### src/rtl/jsu_pkg.sv
// ----------------------------------------------------------------------------
// jsu_pkg
// Types, codes and helper functions shared by the JSON string unescaper.
// ----------------------------------------------------------------------------
package jsu_pkg;

	typedef enum logic [2:0] {
		M_IDLE,
		M_BODY,
		M_ESC,
		M_HEX,
		M_HELD,
		M_HELD_ESC,
		M_PAIR_HEX,
		M_DONE
	} mode_t;

	typedef struct packed {
		mode_t       mode;
		logic [15:0] acc;
		logic [15:0] held;
		logic [2:0]  cnt;
		logic        bad;
	} state_t;

	typedef logic [2:0] status_t;

	localparam status_t ST_RUN      = 3'd0;
	localparam status_t ST_OK       = 3'd1;
	localparam status_t ST_NO_OPEN  = 3'd2;
	localparam status_t ST_NO_CLOSE = 3'd3;
	localparam status_t ST_SHORT_U  = 3'd4;
	localparam status_t ST_BAD_HEX  = 3'd5;

	localparam int unsigned MaxResults = 5;

	typedef struct packed {
		logic [7:0] data;
		logic       valid;
		status_t    status;
	} res_t;

	typedef struct packed {
		res_t [MaxResults-1:0] item;
		logic [2:0]            count;
	} batch_t;

	typedef struct packed {
		logic [3:0][7:0] b;
		logic [2:0]      len;
	} utf8_t;

	localparam logic [7:0] CH_QUOTE  = 8'h22;
	localparam logic [7:0] CH_BSLASH = 8'h5C;
	localparam logic [7:0] CH_LOW_B  = 8'h62;
	localparam logic [7:0] CH_LOW_F  = 8'h66;
	localparam logic [7:0] CH_LOW_N  = 8'h6E;
	localparam logic [7:0] CH_LOW_R  = 8'h72;
	localparam logic [7:0] CH_LOW_T  = 8'h74;
	localparam logic [7:0] CH_LOW_U  = 8'h75;

	localparam logic [7:0] BYTE_BS  = 8'h08;
	localparam logic [7:0] BYTE_FF  = 8'h0C;
	localparam logic [7:0] BYTE_LF  = 8'h0A;
	localparam logic [7:0] BYTE_CR  = 8'h0D;
	localparam logic [7:0] BYTE_TAB = 8'h09;

	localparam logic [15:0] SURR_BELOW = 16'hD7FF;
	localparam logic [15:0] SURR_ABOVE = 16'hE000;
	localparam logic [15:0] PAIR_LO    = 16'h00D8;
	localparam logic [15:0] PAIR_HI    = 16'h00DF;
	localparam logic [20:0] CP_OFFSET  = 21'h10000;
	localparam logic [2:0]  HEX_DIGITS = 3'd4;
	localparam logic [2:0]  HALF_DIGITS = 3'd2;

	// bit 4 flags a byte that is not a hex digit
	function automatic logic [4:0] hex_nib(input logic [7:0] c);
		logic [4:0] r;
		r = 5'h10;
		if (c inside {[8'h30:8'h39]}) begin
			r = {1'b0, c[3:0]};
		end else if (c inside {[8'h61:8'h66], [8'h41:8'h46]}) begin
			r = {1'b0, c[3:0] + 4'd9};
		end
		return r;
	endfunction

	function automatic utf8_t utf8_enc(input logic [20:0] cp);
		utf8_t u;
		u = '0;
		if (cp <= 21'h7F) begin
			u.b[0] = cp[7:0];
			u.len  = 3'd1;
		end else if (cp <= 21'h7FF) begin
			u.b[0] = {3'b110, cp[10:6]};
			u.b[1] = {2'b10, cp[5:0]};
			u.len  = 3'd2;
		end else if (cp <= 21'hFFFF) begin
			u.b[0] = {4'b1110, cp[15:12]};
			u.b[1] = {2'b10, cp[11:6]};
			u.b[2] = {2'b10, cp[5:0]};
			u.len  = 3'd3;
		end else begin
			u.b[0] = {5'b11110, cp[20:18]};
			u.b[1] = {2'b10, cp[17:12]};
			u.b[2] = {2'b10, cp[11:6]};
			u.b[3] = {2'b10, cp[5:0]};
			u.len  = 3'd4;
		end
		return u;
	endfunction

endpackage

### src/rtl/jsu_decode.sv
// ----------------------------------------------------------------------------
// jsu_decode
// Next-state and result-batch logic for one source byte.
// ----------------------------------------------------------------------------
module jsu_decode (
	input  logic [7:0]      in_byte,
	input  logic            first_of_buffer,
	input  logic            last_of_buffer,
	input  jsu_pkg::state_t cur,
	output jsu_pkg::state_t nxt,
	output jsu_pkg::batch_t batch
);
	import jsu_pkg::*;

	logic [4:0]  hx;
	logic [15:0] acc_n;
	logic [2:0]  cnt_n;
	logic        bad_n;
	logic        u_en;
	logic [20:0] u_cp;
	logic        x_en;
	logic [7:0]  x_byte;
	logic        t_en;
	status_t     t_st;
	logic        body_en;
	logic        esc_en;
	utf8_t       u;
	logic [2:0]  ulen;

	// shared hex digit intake
	assign hx    = hex_nib(in_byte);
	assign acc_n = {cur.acc[11:0], (hx[4] ? 4'h0 : hx[3:0])};
	assign cnt_n = cur.cnt + 3'd1;
	assign bad_n = cur.bad | hx[4];

	always_comb begin
		nxt     = cur;
		u_en    = 1'b0;
		u_cp    = '0;
		x_en    = 1'b0;
		x_byte  = '0;
		t_en    = 1'b0;
		t_st    = ST_RUN;
		body_en = 1'b0;
		esc_en  = 1'b0;
		if (first_of_buffer) begin
			nxt      = '0;
			nxt.mode = M_BODY;
			if (in_byte != CH_QUOTE) begin
				t_en     = 1'b1;
				t_st     = ST_NO_OPEN;
				nxt.mode = M_DONE;
			end
		end else begin
			case (cur.mode)
				M_BODY: body_en = 1'b1;
				M_ESC: esc_en = 1'b1;
				M_HEX: begin
					nxt.acc = acc_n;
					nxt.cnt = cnt_n;
					nxt.bad = bad_n;
					if (cnt_n >= HEX_DIGITS) begin
						if (bad_n) begin
							t_en     = 1'b1;
							t_st     = ST_BAD_HEX;
							nxt.mode = M_DONE;
							nxt.held = '0;
						end else if (acc_n > SURR_BELOW && acc_n < SURR_ABOVE) begin
							nxt.held = acc_n;
							nxt.mode = M_HELD;
						end else begin
							u_en     = 1'b1;
							u_cp     = {5'd0, acc_n};
							nxt.mode = M_BODY;
						end
					end
				end
				M_HELD: begin
					if (in_byte == CH_BSLASH) begin
						nxt.mode = M_HELD_ESC;
					end else begin
						u_en    = 1'b1;
						u_cp    = {5'd0, cur.held};
						body_en = 1'b1;
					end
				end
				M_HELD_ESC: begin
					if (in_byte == CH_LOW_U) begin
						nxt.mode = M_PAIR_HEX;
						nxt.acc  = '0;
						nxt.cnt  = '0;
						nxt.bad  = 1'b0;
					end else begin
						u_en   = 1'b1;
						u_cp   = {5'd0, cur.held};
						esc_en = 1'b1;
					end
				end
				M_PAIR_HEX: begin
					nxt.acc = acc_n;
					nxt.cnt = cnt_n;
					nxt.bad = bad_n;
					// two digits already rule out any surrogate: flush the held one
					if (cnt_n == HALF_DIGITS && !bad_n &&
					    !(acc_n >= PAIR_LO && acc_n <= PAIR_HI)) begin
						u_en     = 1'b1;
						u_cp     = {5'd0, cur.held};
						nxt.mode = M_HEX;
					end else if (cnt_n >= HEX_DIGITS) begin
						if (bad_n) begin
							t_en     = 1'b1;
							t_st     = ST_BAD_HEX;
							nxt.mode = M_DONE;
							nxt.held = '0;
						end else begin
							u_en     = 1'b1;
							u_cp     = {1'b0, cur.held[9:0], acc_n[9:0]} + CP_OFFSET;
							nxt.mode = M_BODY;
						end
					end
				end
				default: ;
			endcase

			if (body_en) begin
				nxt.mode = M_BODY;
				if (in_byte == CH_QUOTE) begin
					t_en     = 1'b1;
					t_st     = ST_OK;
					nxt.mode = M_DONE;
				end else if (in_byte == CH_BSLASH) begin
					nxt.mode = M_ESC;
				end else begin
					x_en   = 1'b1;
					x_byte = in_byte;
				end
			end

			if (esc_en) begin
				nxt.mode = M_BODY;
				x_en     = 1'b1;
				case (in_byte)
					CH_LOW_B: x_byte = BYTE_BS;
					CH_LOW_F: x_byte = BYTE_FF;
					CH_LOW_N: x_byte = BYTE_LF;
					CH_LOW_R: x_byte = BYTE_CR;
					CH_LOW_T: x_byte = BYTE_TAB;
					CH_LOW_U: begin
						x_en     = 1'b0;
						nxt.mode = M_HEX;
						nxt.acc  = '0;
						nxt.cnt  = '0;
						nxt.bad  = 1'b0;
					end
					default: x_byte = in_byte;
				endcase
			end
		end

		if (last_of_buffer && nxt.mode != M_DONE && nxt.mode != M_IDLE) begin
			t_en = 1'b1;
			t_st = (nxt.mode == M_HEX || nxt.mode == M_PAIR_HEX) ? ST_SHORT_U : ST_NO_CLOSE;
			nxt.mode = M_DONE;
			nxt.held = '0;
		end
	end

	assign u    = utf8_enc(u_cp);
	assign ulen = u_en ? u.len : 3'd0;

	// code point bytes first, then the plain byte, then the terminal item
	always_comb begin
		for (int i = 0; i < MaxResults; i++) begin
			if (3'(i) < ulen) begin
				batch.item[i].data   = u.b[2'(i)];
				batch.item[i].valid  = 1'b1;
				batch.item[i].status = ST_RUN;
			end else if (x_en && 3'(i) == ulen) begin
				batch.item[i].data   = x_byte;
				batch.item[i].valid  = 1'b1;
				batch.item[i].status = ST_RUN;
			end else begin
				batch.item[i].data   = '0;
				batch.item[i].valid  = 1'b0;
				batch.item[i].status = t_st;
			end
		end
		batch.count = ulen + {2'b00, x_en} + {2'b00, t_en};
	end

endmodule

### src/rtl/jsu_out_buf.sv
// ----------------------------------------------------------------------------
// jsu_out_buf
// Result register: holds one byte's batch and hands it out an item per cycle while the sink is ready.
// ----------------------------------------------------------------------------
module jsu_out_buf (
	input  logic            clk,
	input  logic            arst_n,
	input  logic            load,
	input  jsu_pkg::batch_t batch,
	output logic            free,
	output logic            m_axis_tvalid,
	input  logic            m_axis_tready,
	output logic [7:0]      m_axis_tdata,  // out_byte
	output logic [3:0]      m_axis_tuser,  // status[2:0], byte_valid
	output logic            m_axis_tlast   // run_last
);
	import jsu_pkg::*;

	res_t [MaxResults-1:0] item_q;
	logic [2:0]            cnt_q;
	logic                  take;

	assign take          = m_axis_tvalid && m_axis_tready;
	assign free          = (cnt_q == 3'd0) || (cnt_q == 3'd1 && m_axis_tready);
	assign m_axis_tvalid = (cnt_q != 3'd0);
	assign m_axis_tdata  = item_q[0].data;
	assign m_axis_tuser  = {item_q[0].status, item_q[0].valid};
	assign m_axis_tlast  = (cnt_q == 3'd1);

	always_ff @(posedge clk or negedge arst_n) begin
		if (!arst_n) begin
			cnt_q <= '0;
		end else if (load) begin
			cnt_q <= batch.count;
		end else if (take) begin
			cnt_q <= cnt_q - 3'd1;
		end
	end

	always_ff @(posedge clk) begin
		if (load) begin
			item_q <= batch.item;
		end else if (take) begin
			for (int i = 0; i < MaxResults - 1; i++) begin
				item_q[i] <= item_q[i+1];
			end
		end
	end

endmodule

### src/rtl/json_string_unescape_utf8_core.sv
// ----------------------------------------------------------------------------
// json_string_unescape_utf8_core
// JSON string unescaper with UTF-8 output, one source byte per transaction.
// ----------------------------------------------------------------------------
// path: a byte is held in the input stage, then its batch in the result register
// throughput: one byte per cycle while each byte yields at most one result and the sink
//   is ready; a byte yielding k results (k up to 5) holds the result register until all are taken
// reset: arst_n clears the parser to idle and empties input and result stages
// ----------------------------------------------------------------------------
module json_string_unescape_utf8_core (
	input  logic       clk,
	input  logic       arst_n,
	input  logic       s_axis_tvalid,
	output logic       s_axis_tready,
	input  logic [7:0] s_axis_tdata,   // in_byte
	input  logic       s_axis_tuser,   // first_of_buffer
	input  logic       s_axis_tlast,   // last_of_buffer
	output logic       m_axis_tvalid,
	input  logic       m_axis_tready,
	output logic [7:0] m_axis_tdata,   // out_byte
	output logic [3:0] m_axis_tuser,   // status[2:0], byte_valid
	output logic       m_axis_tlast    // run_last
);
	import jsu_pkg::*;

	logic       valid_s1;
	logic [7:0] byte_s1;
	logic       first_s1;
	logic       last_s1;
	state_t     state_q;
	state_t     state_nxt;
	batch_t     batch;
	logic       free;
	logic       fire;

	assign fire          = valid_s1 && free;
	assign s_axis_tready = !valid_s1 || fire;

	always_ff @(posedge clk or negedge arst_n) begin
		if (!arst_n) begin
			valid_s1 <= 1'b0;
			state_q  <= '0;
		end else begin
			if (s_axis_tready) begin
				valid_s1 <= s_axis_tvalid;
			end
			if (fire) begin
				state_q <= state_nxt;
			end
		end
	end

	always_ff @(posedge clk) begin
		if (s_axis_tvalid && s_axis_tready) begin
			byte_s1  <= s_axis_tdata;
			first_s1 <= s_axis_tuser;
			last_s1  <= s_axis_tlast;
		end
	end

	jsu_decode u_decode (
		.in_byte         (byte_s1),
		.first_of_buffer (first_s1),
		.last_of_buffer  (last_s1),
		.cur             (state_q),
		.nxt             (state_nxt),
		.batch           (batch)
	);

	jsu_out_buf u_out_buf (
		.clk           (clk),
		.arst_n        (arst_n),
		.load          (fire),
		.batch         (batch),
		.free          (free),
		.m_axis_tvalid (m_axis_tvalid),
		.m_axis_tready (m_axis_tready),
		.m_axis_tdata  (m_axis_tdata),
		.m_axis_tuser  (m_axis_tuser),
		.m_axis_tlast  (m_axis_tlast)
	);

	// a status transaction always closes the batch of its byte
	a_term_is_last: assert property (@(posedge clk) disable iff (!arst_n)
		m_axis_tvalid && !m_axis_tuser[0] |-> m_axis_tlast)
		else $error("terminal status not marked last");

	a_byte_running: assert property (@(posedge clk) disable iff (!arst_n)
		m_axis_tvalid && m_axis_tuser[0] |-> m_axis_tuser[3:1] == ST_RUN)
		else $error("decoded byte carries a final status");

	a_no_return_idle: assert property (@(posedge clk) disable iff (!arst_n)
		state_q.mode != M_IDLE |=> state_q.mode != M_IDLE)
		else $error("parser fell back to idle");

	a_s1_held: assert property (@(posedge clk) disable iff (!arst_n)
		valid_s1 && !fire |=> valid_s1)
		else $error("input stage dropped a pending byte");

endmodule
### config.mk
export PLATFORM = sky130hd
export DESIGN_NAME = json_string_unescape_utf8_core
export DESIGN_NICKNAME = d
export VERILOG_FILES = /design/src/rtl/jsu_pkg.sv /design/src/rtl/jsu_decode.sv /design/src/rtl/jsu_out_buf.sv /design/src/rtl/json_string_unescape_utf8_core.sv
export SDC_FILE = /design/constraint.sdc
export NUM_CORES = 1
export LEC_CHECK = 0
export ABC_AREA = 1
export BUFFER_PORTS_ARGS = -buffer_cell sky130_fd_sc_hd__buf_2
export CAP_MARGIN = 30
export CELL_PAD_IN_SITES_DETAIL_PLACEMENT = 1
export CELL_PAD_IN_SITES_GLOBAL_PLACEMENT = 1
export CORE_MARGIN = 3
export CORE_UTILIZATION = 42
export CTS_CLUSTER_SIZE = 14
export DETAILED_ROUTE_END_ITERATION = 12
export GPL_ROUTABILITY_DRIVEN = 1
export HOLD_SLACK_MARGIN = 0.12
export PLACE_DENSITY_LB_ADDON = 0.1
export SYNTH_ARGS = -nofsm -noshare
export SYNTH_HDL_FRONTEND = slang
export SYNTH_SLANG_ARGS = --single-unit
export TNS_END_PERCENT = 50
### constraint.sdc
create_clock -name clk -period 4.94 [get_ports clk]
set_input_delay 0.494 -clock clk [delete_from_list [all_inputs] [get_ports clk]]
set_output_delay 0.494 -clock clk [all_outputs]
set_load 0.02 [all_outputs]
==> results by group <==
Placed design
  • I/O Buffers: 28
  • GPL Wtd Cong: 0.9460
  • DP Worst Slack: 0.5308 ns
  • Hpwl dp: 17540 microns

Clocking
  • H-tree lvl count: 3
  • CTS tree: built
  • Total CTS buffers: 9
  • Root buf cell: clkbuf_16
  • Postcts setup bufs: 0
  • Clock Latency Late Sink: 0.37 ns
  • Longest Clk Path Bufs: 2
  • Clock transition at path regs: 0.08 ns
  • CTS sink cnt: 109

Layout
  • Area grow syn2layout: 8.341%
  • Nets: 948
  • Layout cells sized above 1: 13.59%
  • N_diodes: 0
  • Fill cell total of the finished layout: 2046

Synthesis
  • Synth Cell Area: 0.007126 sq mm
  • Post-synth top area cell: edfxtp_1
  • Ys flop type: edfxtp_1
  • Synth unique cells: 52
  • Top-area cell type share of the netlist area: 29.50%
  • Post-synthesis sequential area ratio: 43.20%
  • Cell with the most instances after synthesis: nand2_1
  • Synth Register Bits: 109
  • Syn avg cell area: 7.839 sq um
  • Synth cell count leaders: 256 x nand2_1, 104 x inv_1, 70 x edfxtp_1
  • Async set-reset flop share out of synthesis: 35.78%
  • Synth area leaders: edfxtp_1 29%, dfrtp_1 14%, nand2_1 13%
  • EDFF count, synth: 70
  • Synth warn: 0
  • Post-synthesis cell count: 909

Global routing
  • First-pass GRT wire length: 36540 microns
  • Vias in the first global route: 6497
  • Largest net degree at the start of global routing: 55
  • Total GRT Usage: 25.75%
  • Initial antenna violation count: 0
  • Met1 usage: 34.87%
  • Layer with the highest usage: met2
  • Gr ovfl total: 0
  • GR Util met2: 42.49%
  • M3 GR Usage: 3.331%

Critical path
  • Setup CP Type: flip-flop to flip-flop
  • Crit start category: flip-flop
  • RR Startpoint: byte_s1[0]$_DFFE_PP_
  • CP Capture Type: flip-flop
  • Critical Path AT: 4.44 ns
  • CP Launch Point: byte_s1[0]$_DFFE_PP_
  • Max FO, Critical Path: 12
  • CP Data Required Time: 5.18 ns

Job
  • Max_cap viols: 0

STA
  • RSZ-0062 raised after global routing: no
  • Setup TNS: 0 ns
  • Post-route setup slack: 0.7395 ns
  • Fin crit share: 85.03%
  • Rel. slew slack: 41.51%
  • Max-slew violations: 0
  • Worst Skew: 0.01279 ns
  • Least-Margin Pin Slew: 0.8763 ns
  • Final hold violations: 0
  • Highest Clock Rate: 238.1 MHz
  • Setup violators final: 0
  • Final min period: 4.201 ns

Detailed routing
  • Drt first pass iters: 5
  • Vias per cell: 5.542
  • Final WL: 22910 microns
  • Via count: 6334
  • Initial DRC count: 421
  • Antenna Nets Post-Route: 0
  • Routed length per instance: 20.04 microns
  • DRC errors left: 0

Floorplan
  • Chip height: 136.3 microns
  • Ports: 29
  • CORE AREA: 0.01623 sq mm
  • Row count: 46
  • Initial Util: 43.90%
  • Die area: 0.01856 sq mm
  • Die Width: 136.3 microns

Power
  • Final Power: 4.389 mW
  • LEAKAGE: 3.542 nW
  • PwrDens: 568.5 mW/mm^2
  • VDD IR max: 0.0004961 V

Hold path
  • Min-delay src: s_axis_tdata[7]
  • Hold crit path type: primary input to flip-flop

Run status
  • Run status: completed
-- what timing repair did --
action                                  CTS  global route
hold buffers                              0             1
hold endpoints to repair                  0             2
gates resized for setup                   0             1
endpoints found under the setup margin    0             1
-- power by group --
part | switching, mW | internal (mW)
Combinational | 1.50 | 0.555
Clock | 0.391 | 0.365
Sequential | 0.148 | 1.43
Total | 2.04 | 2.35
-- worst paths after layout --
check	to	slack, ns	cells after the start
max	u_out_buf.cnt_q[2]$_DFFE_PN0P_	0.74	23
min	byte_s1[7]$_DFFE_PP_	0.30	1
max reg2reg	u_out_buf.cnt_q[2]$_DFFE_PN0P_	0.74	23
min reg2reg	u_out_buf.item_q[43]$_DFFE_PP_	0.53	2
max in group asynchronous	state_q[37]$_DFFE_PN0P_	4.06	3
min in group asynchronous	state_q[14]$_DFFE_PN0P_	0.46	2
-- stage by stage --
step	cells	utilization (%)	area, sq um	hold WS (ns)
after floorplan	917	-	7156	0.1984
after global routing	1143	47.56	7720	0.2859
final	1143	47.56	7720	0.2970
after detailed placement	1125	45.45	7377	0.5094
after CTS	1141	47.36	7686	0.2916
after global placement	1123	45.28	7350	0.5089
-- cells in the final DEF, fill, tap and decap left out, drive strengths merged --
cell,instances
clkbuf,9
clkinv,5
xnor2,2
fa,1
dfrtp,39
a31oi,4
nor4,2
o21a,2
or2,9
a21oi,28
conb,9
o21ai,62
nor2,76
o21bai,1
nand3,65
dlygate4sd3,1
o32ai,1
o31ai,2
o22ai,17
nand2,275
a21o,1
nand2b,1
nor3,11
nand4,45
inv,118
xor2,3
ha,11
edfxtp,70
and2,1
a211oi,1
a22oi,10
buf,37
o211ai,3
nand3b,5
-- routing by layer --
| metal | up-vias | wire (microns) |
|---|---|---|
| met1 | 3113 | 10510 |
| met2 | 155 | 10930 |
| li1 | 3030 | - |
| met5 | - | 0 |
| met4 | 0 | 654 |
| met3 | 36 | 810 |
-- registers in the layout, summed over array words and instances (netlist names) --
name / count
u_out_buf.item_q: 48
state_q: 35
byte_s1: 8
u_out_buf.m_axis_tdata: 8
u_out_buf.m_axis_tuser: 4
u_out_buf.cnt_q: 3
first_s1: 1
last_s1: 1
valid_s1: 1
-- critical path, cell delays in order (launching register included) --
cell and delay (ns):
edfxtp_1 0.51, inv_2 0.14, ha_1 0.25, inv_1 0.06, nand3_1 0.15, nand3_4 0.12
nand2_4 0.14, nand3_4 0.14, nor2_2 0.41, a22oi_1 0.14, nand2_1 0.15, nand2_1 0.10
nand2_2 0.11, inv_2 0.04, nand3_2 0.24, inv_4 0.09, o21ai_0 0.16, nand2_1 0.10
fa_1 0.42, inv_1 0.06, ha_1 0.15, xor2_1 0.07, o21ai_0 0.16, o21ai_0 0.12
-- final cells by class --
cell class,instances,area [sq um],share of cell area (%)
tap,216,270.3,3.501
clock inverter,7,83.83,1.086
inverter,116,437.9,5.673
timing repair buffer,38,242.7,3.144
clock buffer,9,225.2,2.917
multi-input combinational,648,3382,43.81
sequential,109,3078,39.87
-- kinds of logic after synthesis --
logic type,Yosys count,share of synthesized area [%]
simple gates,490,32.92
buf+inv,160,9.921
compound gates,132,10.82
flops,109,43.20
fa+ha+maj,12,2.212
xor+xnor,5,0.8781
other cells,1,0.05263
No activity file was read; power rests on OpenSTA's default activity.
